## src/rtl/core/rcms_pkg.sv

```systemverilog
// Package for the RC mode switch decoder: shared types, codes and thresholds.
// No dependencies.
`timescale 1ns / 1ps

package rcms_pkg;

    localparam int unsigned CfgIndexWidth = 3;
    localparam int unsigned CfgDataWidth  = 48;
    localparam int unsigned PulseWidth    = 16;
    localparam int unsigned PosWidth      = 4;
    localparam int unsigned ModeWidth     = 8;
    localparam int unsigned PosCount      = 12;

    localparam logic [PulseWidth-1:0] PulseMin = 16'd900;
    localparam logic [PulseWidth-1:0] PulseMax = 16'd2200;

    localparam logic [PosWidth-1:0] PosOutOfRange = 4'd12;
    localparam logic [PosWidth-1:0] PosNone       = 4'd15;

    localparam logic [PulseWidth-1:0] SixLimits [5] = '{
        16'd1231, 16'd1361, 16'd1491, 16'd1621, 16'd1750
    };
    localparam logic [PulseWidth-1:0] TwelveLimits [11] = '{
        16'd1126, 16'd1201, 16'd1276, 16'd1351, 16'd1426, 16'd1501,
        16'd1576, 16'd1651, 16'd1726, 16'd1801, 16'd1876
    };

    typedef enum logic [CfgIndexWidth-1:0] {
        CFG_EXTENDED_MODE   = 3'd0,
        CFG_MODE_TABLE_LOW  = 3'd1,
        CFG_MODE_TABLE_HIGH = 3'd2,
        CFG_SIMPLE_MASK     = 3'd3,
        CFG_SUPER_MASK      = 3'd4,
        CFG_AUX_SIMPLE      = 3'd5
    } cfg_index_t;

    typedef enum logic [1:0] {
        SIMPLE_NONE  = 2'd0,
        SIMPLE_ON    = 2'd1,
        SIMPLE_SUPER = 2'd2
    } simple_setting_t;

    typedef struct packed {
        logic                    extended_mode;
        logic [CfgDataWidth-1:0] mode_table_low;
        logic [CfgDataWidth-1:0] mode_table_high;
        logic [PosCount-1:0]     simple_mask;
        logic [PosCount-1:0]     super_simple_mask;
        logic                    aux_simple_assigned;
    } cfg_t;

    typedef struct packed {
        logic                  action;
        logic [PulseWidth-1:0] pulse_width;
        logic                  radio_valid;
        logic                  mode_accepted;
    } item_t;

    typedef struct packed {
        logic [PosWidth-1:0]  position;
        logic                 mode_request;
        logic [ModeWidth-1:0] mode_number;
        logic                 simple_update;
        simple_setting_t      simple_setting;
    } result_t;

endpackage

```

## src/rtl/core/rcms_pulse_decode.sv

```systemverilog
// Pulse width to switch position decode by fixed thresholds.
// Depends on rcms_pkg.
`timescale 1ns / 1ps

module rcms_pulse_decode (
    input  logic [rcms_pkg::PulseWidth-1:0] pulse_width,
    input  logic                            extended_mode,
    output logic [rcms_pkg::PosWidth-1:0]   position
);

    always_comb begin
        logic [rcms_pkg::PosWidth-1:0] cnt;
        cnt = '0;
        if (extended_mode) begin
            for (int i = 0; i < 11; i++) begin
                cnt = cnt + rcms_pkg::PosWidth'(pulse_width >= rcms_pkg::TwelveLimits[i]);
            end
        end else begin
            for (int i = 0; i < 5; i++) begin
                cnt = cnt + rcms_pkg::PosWidth'(pulse_width >= rcms_pkg::SixLimits[i]);
            end
        end
        if (pulse_width <= rcms_pkg::PulseMin || pulse_width >= rcms_pkg::PulseMax) begin
            position = rcms_pkg::PosOutOfRange;
        end else begin
            position = cnt;
        end
    end

endmodule

```

## src/rtl/core/rcms_switch_ctrl.sv

```systemverilog
// Debounce state, mode table lookup and simple-mode selection.
// Depends on rcms_pkg and rcms_pulse_decode.
`timescale 1ns / 1ps

module rcms_switch_ctrl (
    input  logic              aclk,
    input  logic              aresetn,
    input  logic              advance,
    input  rcms_pkg::item_t   item,
    input  rcms_pkg::cfg_t    cfg,
    output rcms_pkg::result_t result
);

    logic [rcms_pkg::PosWidth-1:0] stored_reg, stored_next;
    logic                          pending_reg, pending_next;
    logic [rcms_pkg::PosWidth-1:0] pos;

    rcms_pulse_decode u_decode (
        .pulse_width   (item.pulse_width),
        .extended_mode (cfg.extended_mode),
        .position      (pos)
    );

    always_comb begin
        logic [rcms_pkg::PosWidth-1:0] cur;
        logic [2*rcms_pkg::CfgDataWidth-1:0] tbl;
        cur          = item.action ? rcms_pkg::PosNone : stored_reg;
        tbl          = {cfg.mode_table_high, cfg.mode_table_low};
        stored_next  = cur;
        pending_next = pending_reg;
        result                = '0;
        result.position       = pos;
        result.simple_setting = rcms_pkg::SIMPLE_NONE;
        if (pos != rcms_pkg::PosOutOfRange && item.radio_valid) begin
            if (cur != pos) begin
                if (!pending_reg) begin
                    pending_next = 1'b1;
                end else begin
                    result.mode_request = 1'b1;
                    result.mode_number  = tbl[{pos, 3'b000} +: rcms_pkg::ModeWidth];
                    stored_next         = pos;
                    if (item.mode_accepted) begin
                        pending_next = 1'b0;
                        if (!cfg.aux_simple_assigned) begin
                            result.simple_update = 1'b1;
                            if (cfg.super_simple_mask[pos]) begin
                                result.simple_setting = rcms_pkg::SIMPLE_SUPER;
                            end else if (cfg.simple_mask[pos]) begin
                                result.simple_setting = rcms_pkg::SIMPLE_ON;
                            end
                        end
                    end
                end
            end else begin
                pending_next = 1'b0;
            end
        end
    end

    always_ff @(posedge aclk) begin
        if (!aresetn) begin
            stored_reg  <= rcms_pkg::PosNone;
            pending_reg <= 1'b0;
        end else if (advance) begin
            stored_reg  <= stored_next;
            pending_reg <= pending_next;
        end
    end

endmodule

```

## src/rtl/core/rc_mode_switch_decoder.sv

```systemverilog
// Top level of the RC mode switch decoder: config registers, input and result registers.
// Depends on rcms_pkg and rcms_switch_ctrl.
// An accepted item passes through the input register, then the result register.
// Throughput: one item per cycle while m_ready is held high; the result register frees as it is taken.
// Reset (aresetn, synchronous, active low): configuration cleared, stored position none,
// no change pending, both pipeline stages empty.
`timescale 1ns / 1ps

module rc_mode_switch_decoder (
    input  logic                              aclk,
    input  logic                              aresetn,
    input  logic                              cfg_wr_en,
    input  logic [rcms_pkg::CfgIndexWidth-1:0] cfg_index,
    input  logic [rcms_pkg::CfgDataWidth-1:0]  cfg_wdata,
    input  logic                              s_valid,
    output logic                              s_ready,
    input  logic                              s_action,
    input  logic [rcms_pkg::PulseWidth-1:0]   s_pulse_width,
    input  logic                              s_radio_valid,
    input  logic                              s_mode_accepted,
    output logic                              m_valid,
    input  logic                              m_ready,
    output logic [rcms_pkg::PosWidth-1:0]     m_position,
    output logic                              m_mode_request,
    output logic [rcms_pkg::ModeWidth-1:0]    m_mode_number,
    output logic                              m_simple_update,
    output logic [1:0]                        m_simple_setting
);

    rcms_pkg::cfg_t    cfg_reg;
    rcms_pkg::item_t   item_reg;
    logic              item_valid_reg;
    rcms_pkg::result_t result_reg, result_next;
    logic              m_valid_reg;
    logic              advance;
    logic              out_free;

    assign out_free = !m_valid_reg || m_ready;
    assign advance  = item_valid_reg && out_free;
    assign s_ready  = !item_valid_reg || out_free;

    always_ff @(posedge aclk) begin
        if (!aresetn) begin
            cfg_reg <= '0;
        end else if (cfg_wr_en) begin
            case (rcms_pkg::cfg_index_t'(cfg_index))
                rcms_pkg::CFG_EXTENDED_MODE:   cfg_reg.extended_mode <= cfg_wdata[0];
                rcms_pkg::CFG_MODE_TABLE_LOW:  cfg_reg.mode_table_low <= cfg_wdata;
                rcms_pkg::CFG_MODE_TABLE_HIGH: cfg_reg.mode_table_high <= cfg_wdata;
                rcms_pkg::CFG_SIMPLE_MASK: begin
                    cfg_reg.simple_mask <= cfg_wdata[rcms_pkg::PosCount-1:0];
                end
                rcms_pkg::CFG_SUPER_MASK: begin
                    cfg_reg.super_simple_mask <= cfg_wdata[rcms_pkg::PosCount-1:0];
                end
                rcms_pkg::CFG_AUX_SIMPLE:      cfg_reg.aux_simple_assigned <= cfg_wdata[0];
                default: ;
            endcase
        end
    end

    always_ff @(posedge aclk) begin
        if (!aresetn) begin
            item_valid_reg <= 1'b0;
        end else if (s_ready) begin
            item_valid_reg <= s_valid;
        end
    end

    always_ff @(posedge aclk) begin
        if (s_valid && s_ready) begin
            item_reg <= '{action: s_action, pulse_width: s_pulse_width,
                          radio_valid: s_radio_valid, mode_accepted: s_mode_accepted};
        end
    end

    rcms_switch_ctrl u_ctrl (
        .aclk    (aclk),
        .aresetn (aresetn),
        .advance (advance),
        .item    (item_reg),
        .cfg     (cfg_reg),
        .result  (result_next)
    );

    always_ff @(posedge aclk) begin
        if (!aresetn) begin
            m_valid_reg <= 1'b0;
        end else if (out_free) begin
            m_valid_reg <= item_valid_reg;
        end
    end

    always_ff @(posedge aclk) begin
        if (advance) begin
            result_reg <= result_next;
        end
    end

    assign m_valid          = m_valid_reg;
    assign m_position       = result_reg.position;
    assign m_mode_request   = result_reg.mode_request;
    assign m_mode_number    = result_reg.mode_number;
    assign m_simple_update  = result_reg.simple_update;
    assign m_simple_setting = result_reg.simple_setting;

endmodule

```

## config.mk

```make
export PLATFORM = sky130hd
export DESIGN_NAME = rc_mode_switch_decoder
export DESIGN_NICKNAME = d
export VERILOG_FILES = /design/src/rtl/core/rcms_pkg.sv /design/src/rtl/core/rcms_pulse_decode.sv /design/src/rtl/core/rcms_switch_ctrl.sv /design/src/rtl/core/rc_mode_switch_decoder.sv
export SDC_FILE = /design/constraint.sdc
export NUM_CORES = 1
export LEC_CHECK = 0
export ABC_AREA = 1
export BUFFER_PORTS_ARGS = -buffer_cell sky130_fd_sc_hd__buf_4
export CAP_MARGIN = 25
export CORE_ASPECT_RATIO = 1.4
export CORE_MARGIN = 5
export CORE_UTILIZATION = 59
export DETAILED_ROUTE_END_ITERATION = 8
export PLACE_DENSITY_LB_ADDON = 0.25
export SETUP_SLACK_MARGIN = 0.4
export SLEW_MARGIN = 20
export SYNTH_ARGS = -nofsm -noshare
export SYNTH_HDL_FRONTEND = slang
export SYNTH_SLANG_ARGS = --single-unit
```

## constraint.sdc

```tcl
create_clock -name aclk -period 6.7 [get_ports aclk]
set_input_delay 0.335 -clock aclk [delete_from_list [all_inputs] [get_ports aclk]]
set_output_delay 0.335 -clock aclk [all_outputs]
set_load 0.01 [all_outputs]
```

==> out/metrics.csv <==
metric,value,unit
skew,0.0147,ns
num_antenna_cells,0,
io_buffers,92,
syn_avg_cell_area,7.38,µm²
cp_slowest_cell,edfxtp_1,
cts.clk_slew.worst_paths,0.07,ns
gp_congestion,0.913,
cp.arrival,6.29,ns
cp_common_cell,fa_1,
ir_drop,0.172,mV
syn_area,8100,µm²
antenna_left,0,
tightestPinTransition,0.987,ns
fillers,1176,
path_max_fanout,32,
first_pass_iters,5,
slowest_delay,0.53,ns
fin_nets,1239,
p_per_area,237,nW/µm²
setup_viol,0,
r2r_setup_slack,0.71,ns
start_kind,flip-flop,
globalRouteTotalUtil,0.286,
yosysSeqAreaShare,0.449,
syn_nets,1183,
busiest_layer,met2,
drc_errors,0,
fin_cells,1348,
overflow,0,
cts_max_level,4,
grtUsageMet2,0.477,
timing.final.crit_share,0.894,
hold_viol_final,0,
wirelength,22600,µm
ys_seq_elements,164,
yosysUniqueCellTypes,40,
antenna_found_initial,0,
relSlewSlack,0.342,
dieArea,16200,µm²
cts_buffer_depth,2,
clockRootBuffer,clkbuf_16,
async_reset_ff_frac,0,
path_cells,nor2_1 > nand2_1 > o21ai_0 > a21oi_1 > fa_1 > inv_1 > fa_1 > fa_1 > inv_1 > fa_1 > fa_1 > o21ai_2 > nand3_4 > nor2_1 > nand3_1 > nand2_1 > inv_1 > nand2_1 > nand2_1 > a21oi_2,
ios,93,
via_count,7571,
synth_edf_count,35,
cts_tree,done,
clock-sinks,164,
min_path_type,in -> reg,
largest_register_ff_count,122,
cts_made_buffers,17,
die_h,149,µm
dp.cells,1316,
synthCells,1097,
ys.flop_type,dfxtp_1,
area_growth_syn_to_layout,14.8,%
dp_hpwl,16000,µm
synth_warnings,0,
drv_slew,0,
initial_core_util,0.602,
crit_required,7.00,ns
crit_type,reg -> reg,
outcome,finished clean,
core_area,13500,µm²
regArea,3630,µm²
die-width,109,µm
clk_latency,0.44,ns
maxCapViolCount,0,
period_minus_slack,5.99,ns
drive_gt1_frac,0.144,
grt_max_degree,124,
multi_input_area,3640,µm²
grt_use_met3,0.0608,
post_cts_buffers,0,
rsz0062_at_grt,no,
grt_util_met1,0.329,
grt_pass1_vias,7125,
setup_tns,0,ns
max_freq,0.167,GHz
viasPerCell,5.62,
wl_per_cell,16.8,µm
grt_pass1_wl,35900,µm
placementRows,50,
cp-end-kind,flip-flop,
p_leak,3.86,nW
drtIter0Drc,605,
[kinds of logic (layout without fill, tap and decap cells)]
logic type / count (synthesis) / count (layout) / synth area share
flops: 164 / 164 / 0.449
compound gates: 283 / 283 / 0.186
buf+inv: 194 / 263 / 0.104
fa+ha+maj: 11 / 11 / 0.0253
simple gates: 445 / 445 / 0.236
[final timing paths]
| kind | to | start | depth (start not counted) |
|---|---|---|---|
| max | m_mode_number[4] | item_reg[7] | 20 |
| min | item_reg[7] | s_pulse_width[5] | 1 |
| max reg2reg | m_mode_number[4] | item_reg[7] | 20 |
| min reg2reg | cfg_reg[72] | cfg_reg[72] | 2 |
[metrics by stage]
step / utilization / setup slack, ns / total power [mW] / hold WS [ns] / cell area, µm²
4_1_cts: 0.691 / 0.565 / 2.21 / 0.0582 / 9290
2_1_floorplan: - / 1.58 / 1.21 / 0.424 / 8100
5_1_grt: 0.691 / 0.454 / 2.28 / 0.0593 / 9300
3_3_place_gp: 0.649 / 0.638 / 1.29 / 0.437 / 8740
3_5_place_dp: 0.649 / 0.600 / 1.29 / 0.442 / 8740
6_report: 0.691 / 0.711 / 2.20 / 0.0651 / 9300
[worst max-delay path, delay by kind of cell, from the launching register on]
kind	cells	cell delay, ns
adder cells (fa/ha/maj)	5	2.43
AND/OR/NAND/NOR	8	1.76
AO/OA/AOI/OAI	4	0.97
flip-flops	1	0.53
buffers and inverters	3	0.14
[cells in the mapped netlist, types with 6 or more instances]
cell | instances | area, µm²
nand4_1 | 25 | 156
a21oi_1 | 86 | 430
o22ai_1 | 8 | 50.1
buf_6 | 11 | 124
fa_1 | 9 | 180
dfxtp_1 | 129 | 2580
nor2_1 | 179 | 672
nand3_1 | 53 | 265
nand2_1 | 161 | 604
nor2_2 | 6 | 37.5
clkbuf_1 | 38 | 143
inv_1 | 125 | 469
edfxtp_1 | 35 | 1050
o21ai_0 | 157 | 786
o21ai_1 | 9 | 45.0
buf_2 | 10 | 50.1
a21oi_2 | 8 | 70.1
[layout make-up]
type | instances | share of cell area
clock buffers | 17 | 0.0458
well taps | 182 | 0.0245
clock inverters | 15 | 0.0140
inverters | 132 | 0.0538
repair buffers | 99 | 0.0799
multi-input cells | 739 | 0.391
flip-flops and latches | 164 | 0.391
[per-layer routing]
layer / wire length (µm) / part of all wire
met1: 8330 / 0.37
met2: 11400 / 0.50
met3: 1540 / 0.068
met4: 1370 / 0.060
met5: 0 / 0
[power by group]
part,switching (mW),total [mW],internal (mW)
registers,0.0218,1.07,1.05
clock network,0.414,0.926,0.512
logic,0.128,0.207,0.0790
[layout by cell type (no fill, tap or decap), drive strengths merged]
master / n
a21boi: 1
a21oi: 94
buf: 99
bufinv: 1
clkbuf: 17
clkinv: 9
clkinvlp: 4
dfxtp: 129
edfxtp: 35
fa: 9
ha: 2
inv: 133
nand2: 166
nand3: 57
nand4: 25
nor2: 186
nor3: 5
nor4: 3
o2111ai: 1
o211ai: 6
o21ai: 167
o21bai: 3
o22ai: 8
o31ai: 1
o41ai: 2
or2: 3
[what timing repair did]
item | 4_1_cts | 5_1_grt
setup endpoints to repair | 0 | 7
hold buffers | 0 | 0
resized for setup | 0 | 1
Note: power is estimated with default switching activity, not from simulation.
